## src/rtl/core/b64v_pkg.sv

```systemverilog
// Shared types and constants for the base64 variant encoder.
// Depends on nothing; imported by every module of the block.
package b64v_pkg;

  // Configuration register indexes
  localparam logic [1:0] REG_SYM62 = 2'd0;
  localparam logic [1:0] REG_SYM63 = 2'd1;
  localparam logic [1:0] REG_PAD   = 2'd2;

  localparam logic [7:0] SYM62_RESET = 8'd46;
  localparam logic [7:0] SYM63_RESET = 8'd45;
  localparam logic [7:0] PAD_RESET   = 8'd42;

  localparam logic [7:0] TERM_CHAR = 8'd0;

  // Character positions within one command
  localparam logic [2:0] POS_C0   = 3'd0;
  localparam logic [2:0] POS_C1   = 3'd1;
  localparam logic [2:0] POS_C2   = 3'd2;
  localparam logic [2:0] POS_C3   = 3'd3;
  localparam logic [2:0] POS_TERM = 3'd4;

  // One unit of output work: an optional group of one to three bytes,
  // followed by an optional terminator.
  typedef struct packed {
    logic       grp_valid;
    logic [1:0] grp_len;
    logic [7:0] b0;
    logic [7:0] b1;
    logic [7:0] b2;
    logic       term;
  } cmd_t;

  function automatic logic [7:0] sextet_char(input logic [5:0] v,
                                             input logic [7:0] s62,
                                             input logic [7:0] s63);
    logic [7:0] r;
    if (v < 6'd26) begin
      r = 8'd65 + {2'b00, v};
    end else if (v < 6'd52) begin
      r = 8'd97 + {2'b00, v - 6'd26};
    end else if (v < 6'd62) begin
      r = 8'd48 + {2'b00, v - 6'd52};
    end else if (v == 6'd62) begin
      r = s62;
    end else begin
      r = s63;
    end
    return r;
  endfunction

endpackage

```

## src/rtl/core/b64v_front.sv

```systemverilog
// Front end: accepts message bytes, holds pending bytes, and turns each item
// into at most one command. Depends on b64v_pkg.
module b64v_front (
  input  logic            clk,
  input  logic            rst,
  input  logic            in_valid,
  output logic            in_ready,
  input  logic [7:0]      data_byte,
  input  logic            end_of_message,
  input  logic            q_full,
  output logic            q_push,
  output b64v_pkg::cmd_t  q_wdata
);
  import b64v_pkg::*;

  logic [7:0] p0;
  logic [7:0] p1;
  logic [1:0] cnt;
  logic       stopped;

  logic [7:0] p0_next;
  logic [7:0] p1_next;
  logic [1:0] cnt_mid;
  logic [1:0] cnt_next;
  logic       stopped_mid;
  logic       stopped_next;
  logic       accept;
  cmd_t       cmd;

  assign in_ready = !q_full;
  assign accept   = in_valid && in_ready;

  always_comb begin
    cmd          = '0;
    cmd.b0       = p0;
    cmd.term     = end_of_message;
    p0_next      = p0;
    p1_next      = p1;
    cnt_mid      = cnt;
    stopped_mid  = stopped;
    if (!stopped) begin
      if (data_byte == 8'd0) begin
        // flush whatever is pending, then stop the message
        if (cnt != 2'd0) begin
          cmd.grp_valid = 1'b1;
          cmd.grp_len   = cnt;
          cmd.b1        = (cnt == 2'd2) ? p1 : 8'd0;
        end
        cnt_mid     = 2'd0;
        stopped_mid = 1'b1;
      end else if (cnt == 2'd2) begin
        cmd.grp_valid = 1'b1;
        cmd.grp_len   = 2'd3;
        cmd.b1        = p1;
        cmd.b2        = data_byte;
        cnt_mid       = 2'd0;
      end else begin
        if (cnt == 2'd0) begin
          p0_next = data_byte;
        end else begin
          p1_next = data_byte;
        end
        cnt_mid = cnt + 2'd1;
      end
    end
    cnt_next     = cnt_mid;
    stopped_next = stopped_mid;
    if (end_of_message) begin
      // final flush of the bytes left after this one
      if (cnt_mid != 2'd0) begin
        cmd.grp_valid = 1'b1;
        cmd.grp_len   = cnt_mid;
        cmd.b0        = p0_next;
        cmd.b1        = (cnt_mid == 2'd2) ? p1_next : 8'd0;
        cmd.b2        = 8'd0;
      end
      cnt_next     = 2'd0;
      stopped_next = 1'b0;
    end
  end

  assign q_push  = accept && (cmd.grp_valid || cmd.term);
  assign q_wdata = cmd;

  always_ff @(posedge clk) begin
    if (rst) begin
      cnt     <= 2'd0;
      stopped <= 1'b0;
    end else if (accept) begin
      cnt     <= cnt_next;
      stopped <= stopped_next;
    end
  end

  always_ff @(posedge clk) begin
    if (accept) begin
      p0 <= p0_next;
      p1 <= p1_next;
    end
  end

endmodule

```

## src/rtl/core/b64v_queue.sv

```systemverilog
// Small command queue between front and back end.
// Depends on b64v_pkg for the command type.
module b64v_queue #(
  parameter int DEPTH = 2
) (
  input  logic            clk,
  input  logic            rst,
  input  logic            push,
  input  b64v_pkg::cmd_t  wdata,
  input  logic            pop,
  output b64v_pkg::cmd_t  rdata,
  output logic            full,
  output logic            empty
);
  import b64v_pkg::*;

  localparam int PW = (DEPTH > 1) ? $clog2(DEPTH) : 1;
  localparam int CW = $clog2(DEPTH + 1);

  cmd_t          mem [DEPTH];
  logic [PW-1:0] wr_ptr;
  logic [PW-1:0] rd_ptr;
  logic [CW-1:0] count;

  assign full  = (count == CW'(DEPTH));
  assign empty = (count == '0);
  assign rdata = mem[rd_ptr];

  always_ff @(posedge clk) begin
    if (push) begin
      mem[wr_ptr] <= wdata;
    end
  end

  always_ff @(posedge clk) begin
    if (rst) begin
      wr_ptr <= '0;
      rd_ptr <= '0;
      count  <= '0;
    end else begin
      if (push) begin
        wr_ptr <= (wr_ptr == PW'(DEPTH - 1)) ? '0 : wr_ptr + PW'(1);
      end
      if (pop) begin
        rd_ptr <= (rd_ptr == PW'(DEPTH - 1)) ? '0 : rd_ptr + PW'(1);
      end
      if (push && !pop) begin
        count <= count + CW'(1);
      end else if (pop && !push) begin
        count <= count - CW'(1);
      end
    end
  end

endmodule

```

## src/rtl/core/b64v_back.sv

```systemverilog
// Back end: walks each command one character per cycle, while the output is
// not stalled by out_ready, into the output register. Depends on b64v_pkg.
module b64v_back (
  input  logic            clk,
  input  logic            rst,
  input  logic            q_empty,
  input  b64v_pkg::cmd_t  q_rdata,
  output logic            q_pop,
  input  logic [7:0]      sym62,
  input  logic [7:0]      sym63,
  input  logic [7:0]      pad,
  output logic            out_valid,
  input  logic            out_ready,
  output logic [7:0]      text_char,
  output logic            end_of_text
);
  import b64v_pkg::*;

  cmd_t       cur;
  logic       busy;
  logic [2:0] pos;

  logic       advance;
  logic       last;
  logic [7:0] ch;
  logic [2:0] start_pos;

  assign advance   = busy && (!out_valid || out_ready);
  assign last      = (pos == POS_TERM) || (pos == POS_C3 && !cur.term);
  assign q_pop     = !q_empty && (!busy || (advance && last));
  assign start_pos = q_rdata.grp_valid ? POS_C0 : POS_TERM;

  always_comb begin
    case (pos)
      POS_C0:  ch = sextet_char(cur.b0[7:2], sym62, sym63);
      POS_C1:  ch = sextet_char({cur.b0[1:0], cur.b1[7:4]}, sym62, sym63);
      POS_C2:  ch = (cur.grp_len < 2'd2) ? pad
                    : sextet_char({cur.b1[3:0], cur.b2[7:6]}, sym62, sym63);
      POS_C3:  ch = (cur.grp_len < 2'd3) ? pad
                    : sextet_char(cur.b2[5:0], sym62, sym63);
      default: ch = TERM_CHAR;
    endcase
  end

  always_ff @(posedge clk) begin
    if (rst) begin
      busy      <= 1'b0;
      pos       <= POS_C0;
      out_valid <= 1'b0;
    end else begin
      if (q_pop) begin
        busy <= 1'b1;
        pos  <= start_pos;
      end else if (advance) begin
        if (last) begin
          busy <= 1'b0;
        end else if (pos == POS_C3) begin
          pos <= POS_TERM;
        end else begin
          pos <= pos + 3'd1;
        end
      end
      if (advance) begin
        out_valid <= 1'b1;
      end else if (out_ready) begin
        out_valid <= 1'b0;
      end
    end
  end

  always_ff @(posedge clk) begin
    if (q_pop) begin
      cur <= q_rdata;
    end
    if (advance) begin
      text_char   <= ch;
      end_of_text <= (pos == POS_TERM);
    end
  end

endmodule

```

## src/rtl/core/base64_variant_encoder_top.sv

```systemverilog
// Base64 variant encoder with a configurable alphabet tail and pad character:
// top level. Depends on b64v_pkg, b64v_front, b64v_queue and b64v_back.
//
// Each input item carries one message byte and an end-of-message mark. Every
// third byte completes a group that leaves as four characters, one character
// per cycle while the output channel is ready; a final partial group is
// zero-filled and its missing positions carry the pad character. A zero byte
// ends the message early: pending bytes are flushed and later bytes are
// dropped until the end mark, which always yields a zero terminator with
// end_of_text set. The front end accepts a byte in any cycle in which the
// command queue has room. The output port sets the sustained rate: four
// characters per three bytes, and up to five characters for a byte that
// ends a message.
// Register writes (index 0: character for value 62, 1: character for value
// 63, 2: pad character, other indexes dropped) take effect at once and
// belong between messages while the block is idle.

module base64_variant_encoder_top #(
  parameter int QUEUE_DEPTH = 2
) (
  input  logic       clk,
  input  logic       rst,
  input  logic       in_valid,
  output logic       in_ready,
  input  logic [7:0] data_byte,
  input  logic       end_of_message,
  output logic       out_valid,
  input  logic       out_ready,
  output logic [7:0] text_char,
  output logic       end_of_text,
  input  logic       cfg_we,
  input  logic [1:0] cfg_index,
  input  logic [7:0] cfg_data
);
  import b64v_pkg::*;

  logic [7:0] sym62;
  logic [7:0] sym63;
  logic [7:0] pad;

  logic q_push;
  logic q_pop;
  logic q_full;
  logic q_empty;
  cmd_t q_wdata;
  cmd_t q_rdata;

  // Configuration registers: hold until rewritten
  always_ff @(posedge clk) begin
    if (rst) begin
      sym62 <= SYM62_RESET;
      sym63 <= SYM63_RESET;
      pad   <= PAD_RESET;
    end else if (cfg_we) begin
      case (cfg_index)
        REG_SYM62: sym62 <= cfg_data;
        REG_SYM63: sym63 <= cfg_data;
        REG_PAD:   pad   <= cfg_data;
        default:   ;
      endcase
    end
  end

  // Front: classify each byte into a group and/or terminator command
  b64v_front u_front (
    .clk            (clk),
    .rst            (rst),
    .in_valid       (in_valid),
    .in_ready       (in_ready),
    .data_byte      (data_byte),
    .end_of_message (end_of_message),
    .q_full         (q_full),
    .q_push         (q_push),
    .q_wdata        (q_wdata)
  );

  // Queue: decouple byte intake from character output
  b64v_queue #(
    .DEPTH (QUEUE_DEPTH)
  ) u_queue (
    .clk   (clk),
    .rst   (rst),
    .push  (q_push),
    .wdata (q_wdata),
    .pop   (q_pop),
    .rdata (q_rdata),
    .full  (q_full),
    .empty (q_empty)
  );

  // Back: serialize characters into the output register
  b64v_back u_back (
    .clk         (clk),
    .rst         (rst),
    .q_empty     (q_empty),
    .q_rdata     (q_rdata),
    .q_pop       (q_pop),
    .sym62       (sym62),
    .sym63       (sym63),
    .pad         (pad),
    .out_valid   (out_valid),
    .out_ready   (out_ready),
    .text_char   (text_char),
    .end_of_text (end_of_text)
  );

  // The terminator always carries a zero character
  a_term_zero: assert property (@(posedge clk) disable iff (rst)
    out_valid && end_of_text |-> text_char == TERM_CHAR)
    else $error("terminator carries a nonzero character");

  // Never pop an empty queue
  a_pop_nonempty: assert property (@(posedge clk) disable iff (rst)
    q_pop |-> !q_empty)
    else $error("command queue popped while empty");

  // An accepted end mark always queues a command for its terminator
  a_eom_pushes: assert property (@(posedge clk) disable iff (rst)
    in_valid && in_ready && end_of_message |-> q_push && q_wdata.term)
    else $error("end of message produced no terminator command");

endmodule
```

## config.mk

```make
export PLATFORM = sky130hd
export DESIGN_NAME = base64_variant_encoder_top
export DESIGN_NICKNAME = d
export VERILOG_FILES = /design/src/rtl/core/b64v_pkg.sv /design/src/rtl/core/b64v_front.sv /design/src/rtl/core/b64v_queue.sv /design/src/rtl/core/b64v_back.sv /design/src/rtl/core/base64_variant_encoder_top.sv
export SDC_FILE = /design/constraint.sdc
export NUM_CORES = 1
export LEC_CHECK = 0
export BUFFER_PORTS_ARGS = -buffer_cell sky130_fd_sc_hd__buf_2
export CAP_MARGIN = 20
export CORE_ASPECT_RATIO = 1.2
export CORE_MARGIN = 5
export CORE_UTILIZATION = 41
export DETAILED_ROUTE_END_ITERATION = 10
export GPL_ROUTABILITY_DRIVEN = 0
export SETUP_SLACK_MARGIN = 0.1
export SYNTH_ARGS = -nofsm -noshare
export SYNTH_HDL_FRONTEND = slang
export SYNTH_SLANG_ARGS = --single-unit
```

## constraint.sdc

```tcl
create_clock -name clk -period 4.3 [get_ports clk]
set_input_delay 0.86 -clock clk [delete_from_list [all_inputs] [get_ports clk]]
set_output_delay 0.86 -clock clk [all_outputs]
set_load 0.02 [all_outputs]
```

# Word level (Yosys, flattened, before mapping)
# Memories as Yosys holds them, arrays and structs flattened. A register that Yosys moved wholly into a read port is not among the register bits.
# Cells that the tools add are included.
# classes
div_mod_pow	0
addsub	26
shifts	0
n_eq_ne	14
n_bitwise	0
n_mux	65
n_reduce_logical	35
n_mul	0
magnitude_cmp	14
# ops
cell	count
8-bit 2-to-1 mux	31
7-bit by 6-bit adder with 8-bit output, first input constant	8
27-bit 2-to-1 mux	2
6-bit < comparator, second input constant	8
16-bit 2-to-1 mux	2
8-bit case mux with 4 select lines	1
6-bit by 6-bit adder with 7-bit output, first input constant	4
3-bit 2-to-1 mux	9
6-bit equality test, second input constant	4
6-bit by 5-bit < comparator with 1-bit output, second input constant	4
6-bit by 5-bit subtractor with 6-bit output, second input constant	4
6-bit subtractor, second input constant	4
1-bit 2-to-1 mux	14
2-bit 2-to-1 mux	6
2-bit nonzero test	6
2-bit AND reduction	5
2-bit equality test, second input constant	4
1-bit logical AND	8
8-bit logical NOT	1
1-bit logical NOT	7
3-bit by 2-bit equality test with 1-bit output, second input constant	2
2-bit logical NOT	3
2-bit by 1-bit adder with 2-bit output, second input constant	2
1-bit logical OR	4
9 further kinds	11
# totals
latchBits	0
ramBits	56
reg_bits	88
inputBits	24
mem_count	1
mem_bits_ro	0
output_inout_bits	11
# mem_list
name	depth	width	rd	rd_ports_with_merged_regs	wr	line_no	text
u_queue.mem	2	28	1	1	1	b64v_queue.sv:20	cmd_t mem [DEPTH];

# Longest topological paths before layout
# logic_depth
word_depth	14
ltp_mapped	11
depth_no_buf	11

# Hierarchy
# A second synthesis with hierarchy kept.
# unflattened
hier_cells	822
hier_area_um2	8886.0
# by_module_without_submodules
mod	area_per_inst_um2	n_inst	cells_per_inst	seq_area_each_um2
b64v_back	4349.2	1	496	1181.1
b64v_queue	2232.1	1	109	1781.7
b64v_front	1336.3	1	123	540.5
base64_variant_encoder_top	968.4	1	94	480.5

# Worst setup path after synthesis
# Ideal clock, no wire load.
# synth_timing
kind	input to register
startpoint	input in_valid
endpoint	memory u_queue.mem[0][0] (netlist name), enable pin
setup_time_ps	413
cell_stages	4
path_buffers	1
required_ps	3887
arrival_time_ps	3201
setup_slack_ps	686
path_cell_list	and2_1 > clkbuf_1 > o21ai_0 > nor2_1
# synth_via
elab_chain_len	4
# synth_lines
item	line_no	text
start: declaration	base64_variant_encoder_top.sv:23	input logic in_valid,
1-bit logical AND	b64v_front.sv:31	assign accept = in_valid && in_ready;
via u_front.accept	b64v_front.sv:27	logic accept;
1-bit logical AND	b64v_front.sv:82	assign q_push = accept && (cmd.grp_valid || cmd.term);
1-bit 2-to-1 mux	b64v_queue.sv:30	if (push) begin
1-bit 2-to-1 mux (not written as such)	b64v_queue.sv:31	mem[wr_ptr] <= wdata;
end: declaration	b64v_queue.sv:20	
# The timed path passes the listed nets, and every way through them passes these cells.

# Worst setup path after layout
# layout_timing
startpoint	register u_back.cur[14] (netlist name)
endpoint	register u_back.text_char[4] (data pin)
# layout_via
elab_chain_len	6
word_cells_on_any_way	14
cone_classes	5 x add/sub; 3 x order compare; 1 x eq/ne; 5 x mux
# layout_lines
item	line_no	text
start: declaration	b64v_back.sv:19	cmd_t cur;
start signal: assignment	b64v_back.sv:73	cur <= q_rdata;
6-bit subtractor / 6-bit equality test (equally long branches)	b64v_pkg.sv:43, b64v_pkg.sv:44	
6-bit by 6-bit adder with 7-bit output / 8-bit 2-to-1 mux (equally long branches)	b64v_pkg.sv:43, b64v_pkg.sv:44	
8-bit 2-to-1 mux	b64v_pkg.sv:42	end else if (v < 6'd62) begin
8-bit 2-to-1 mux	b64v_pkg.sv:40	end else if (v < 6'd52) begin
8-bit 2-to-1 mux (*)	b64v_pkg.sv:38	if (v < 6'd26) begin
8-bit case mux with 4 select lines (*)	b64v_back.sv:34	case (pos)
via u_back.ch[4]	b64v_back.sv:25	logic [7:0] ch;
end signal: assignment	b64v_back.sv:76	text_char <= ch;
end: declaration	b64v_back.sv:14	output logic [7:0] text_char,
# Mark *: on every way through the listed nets, which the timed path passes. The rest lies on a longest branch.
# A chain may end at the register's enable or synchronous reset.

==> run_results.csv <==
group,metric,value,unit
clocking,cts-root-buf,"clkbuf_16",
worst_setup_path,slowest_stage,"nor4_1",
yosys,syn_area_per_cell,10.84,sq um
route,wirelength,20.50,mm
yosys,netlist_area,0.008628,sq mm
final_layout,final_cells,1102,
die,start_util,41.43,%
sta,slew_headroom,52.24,%
die,die_area,0.02406,sq mm
placed_design,placed_area,0.009024,sq mm
yosys,syn_inst,796,
yosys,synth.largest_area_cell,"edfxtp_1",
yosys,synth_cell_type_count,66,
sta,slew_violations,0,
global_routing,antenna_found_initial,0,
die,core,0.02083,sq mm
global_routing,grt_pass1_wl,32.34,mm
route,first_iter_violations,553,
die,die_height,168.9,microns
worst_setup_path,critPathMaxFanout,8,
final_layout,area_growth,11.43,%
route,wl_per_cell,18.61,microns
final_layout,mostFrequentLayoutCell,"edfxtp_1",
sta,min_period,2.858,ns
global_routing,grt_max_degree,38,
worst_hold_path,hp-class,"reg2reg",
sta,skew,0.009932,ns
global_routing,gr-total-overflow,0,
sta,worst_pin_slew,0.6984,ns
global_routing,grt_pass1_vias,5986,
final_layout,fin_nets,889,
final_layout,design_area,0.009614,sq mm
sta,fmax,349.9,MHz
worst_setup_path,cp.buffers_inverters,1,
yosys,ys.flop_type,"edfxtp_1",
yosys,synth_edf_count,108,
worst_setup_path,critical_path.top_delay_family,"simple AND/OR/NAND/NOR gates",
placed_design,hpwl,15.05,mm
placed_design,place_inst,1070,
pwr,power_density,650.3,mW/mm^2
pwr,p_total,6.252,mW
route,routed-wl-met3,890,microns
run,drv_cap,0,
route,first_pass_iters,6,
clocking,clkTransAtPathRegs,0.06,ns
die,ios,35,
worst_setup_path,worstPathCellList,"inv_1 > ha_1 > xor2_1 > nor3b_1 > xnor2_1 > a2111oi_0 > nor4_1 > o21ai_0",
route,drt-met1-wl,8.835,mm
pwr,leakage,3.581,nW
clocking,cts_tree,"built",
route,drt-vias-per-instance,5.603,
sta,hold_viol,0,
clocking,cts_resized,0,
yosys,synth_warnings,0,
final_layout,fillers,1924,
worst_setup_path,critPathLaunchType,"flip-flop",
clocking,cts_sinks,145,
route,wl_met2,9.963,mm
die,std_cell_rows,58,
worst_setup_path,end_kind,"flip-flop",
yosys,synth_fp_nets,866,
worst_setup_path,cp.arrival,3.00,ns
sta,finalSetupTns,0,ns
clocking,cts-buffers-inserted,17,
sta,rsz0062_at_grt,"false",
final_layout,layout_common_cells,"108 x edfxtp_1, 67 x nand2_1, 51 x mux2_2, 47 x nor2_1, 46 x ha_1",
clocking,cts_setup_buffers,0,
global_routing,grt_use_total,17.27,%
route,vias,6174,
placed_design,numPortBuffers,34,
sta,period_share,66.46,%
clocking,cts.path.max_buffers,2,
clocking,h-tree-depth,4,
worst_setup_path,worstPathRequired,4.44,ns
yosys,synthArstFlopShare,0,%
pwr,vdd_drop_max,0.3733,mV
outcome,status,"completed",
yosys,ys_seq_area_share,46.17,%
clocking,hold_buffers,0,
final_layout,drive_gt1_share,17.67,%
sta,setup_violations,0,
worst_setup_path,crit_path_max_incr_delay,0.54,ns
die,die_width,142.4,microns
route,ant_nets,0,
yosys,ys_seq_elements,145,
clocking,clkLatencyLatePin,0.43,ns
route,maxUsedRoutingLayer,"met4",
yosys,yosysTopAreaCellShare,37.59,%
final_layout,diodes,0,
yosys,synth.area.top_cells,"edfxtp_1 38%, dfxtp_1 8.6%, ha_1 6.7%",
worst_setup_path,crit_type,"reg2reg",
route,drc_errors,0,
-- power by group --
part	total, mW	internal (mW)	switching (mW)
Combinational	2.52	1.05	1.47
Sequential	2.24	1.90	0.348
Clock	1.49	0.909	0.579
-- area by class of cell --
cell class                 count  area [sq um]  share of cell area, %
clock buffer                  18         429.2                  4.464
tap                          270         337.8                  3.514
timing repair buffer          43         237.7                  2.473
multi-input combinational    574          4322                  44.95
clock inverter                14         161.4                  1.679
sequential                   145          3984                  41.44
inverter                      38         142.6                  1.484
-- worst register-to-register path: cells and delay by family, from the launching register on --
family          cells  cell delay [ns]
xor+xnor            2             0.39
simple gates        2             0.95
fa+ha+maj           1             0.27
compound gates      2             0.30
buf+inv             1             0.15
flops               1             0.52
-- state kept, by name, indices dropped and copies added (netlist names), 2 cells and up, named ones only --
| register | flops |
|---|---|
| u_queue.mem | 56 |
| u_back.cur | 27 |
| pad | 8 |
| sym62 | 8 |
| sym63 | 8 |
| u_back.text_char | 8 |
| u_front.p0 | 8 |
| u_front.p1 | 8 |
| u_back.pos | 3 |
| u_front.cnt | 2 |
| u_queue.count | 2 |
-- cells by family after synthesis --
group | count (synthesis) | synth area share, %
AND/OR/NAND/NOR | 212 | 12.59
XOR/XNOR | 44 | 4.466
AO/OA/AOI/OAI | 188 | 15.27
buffers and inverters | 77 | 3.886
adder cells (fa/ha/maj) | 46 | 6.671
flip-flops | 145 | 46.17
multiplexers | 84 | 10.95
-- cell usage after synthesis (4+ instances only) --
library cell,number
nor3_1,9
mux2i_1,25
dfxtp_1,37
a221o_1,5
inv_1,38
a211o_1,11
a22oi_1,4
mux2_4,8
a22o_1,8
nand3_1,6
nand2b_1,8
nand4_1,13
a211oi_1,20
nor3b_1,6
edfxtp_1,108
nor2_1,49
ha_1,46
clkbuf_1,19
nor2b_1,14
a21oi_1,43
xor2_1,20
xnor2_1,24
nand3b_1,11
a221oi_1,9
o21ai_0,32
a31oi_1,5
and2_1,11
nand2_1,67
mux2_2,51
buf_2,13
a21o_1,4
buf_4,4
o211ai_1,7
a2111oi_0,6
nor4_1,5
-- metrics by stage --
stage               hold WS [ns]  util, %  worst slack [ns]
floorplan                 0.4353        -            0.6862
global placement          0.4649    43.33             1.154
detailed placement        0.4808    43.33             1.137
CTS                       0.4976    46.16             1.434
global route              0.5195    46.16             1.234
finish                    0.5037    46.16             1.442
-- final timing paths --
path	from	endpoint	slack, ns	cells after the start
setup / recovery	u_back.cur[14]	u_back.text_char[4]	1.44	8
hold / removal	pad[1]	pad[1]	0.50	1
setup reg to reg	u_back.cur[14]	u_back.text_char[4]	1.44	8
hold reg to reg	pad[1]	pad[1]	0.50	1
-- per-layer routing --
layer | GRT usage [%] | vias to the layer above
li1 | - | 3018
met1 | 21.56 | 2910
met2 | 29.02 | 189
met3 | 2.995 | 57
met4 | 8.020 | 0
met5 | 0 | -
Power figures use the tool's default switching activity.
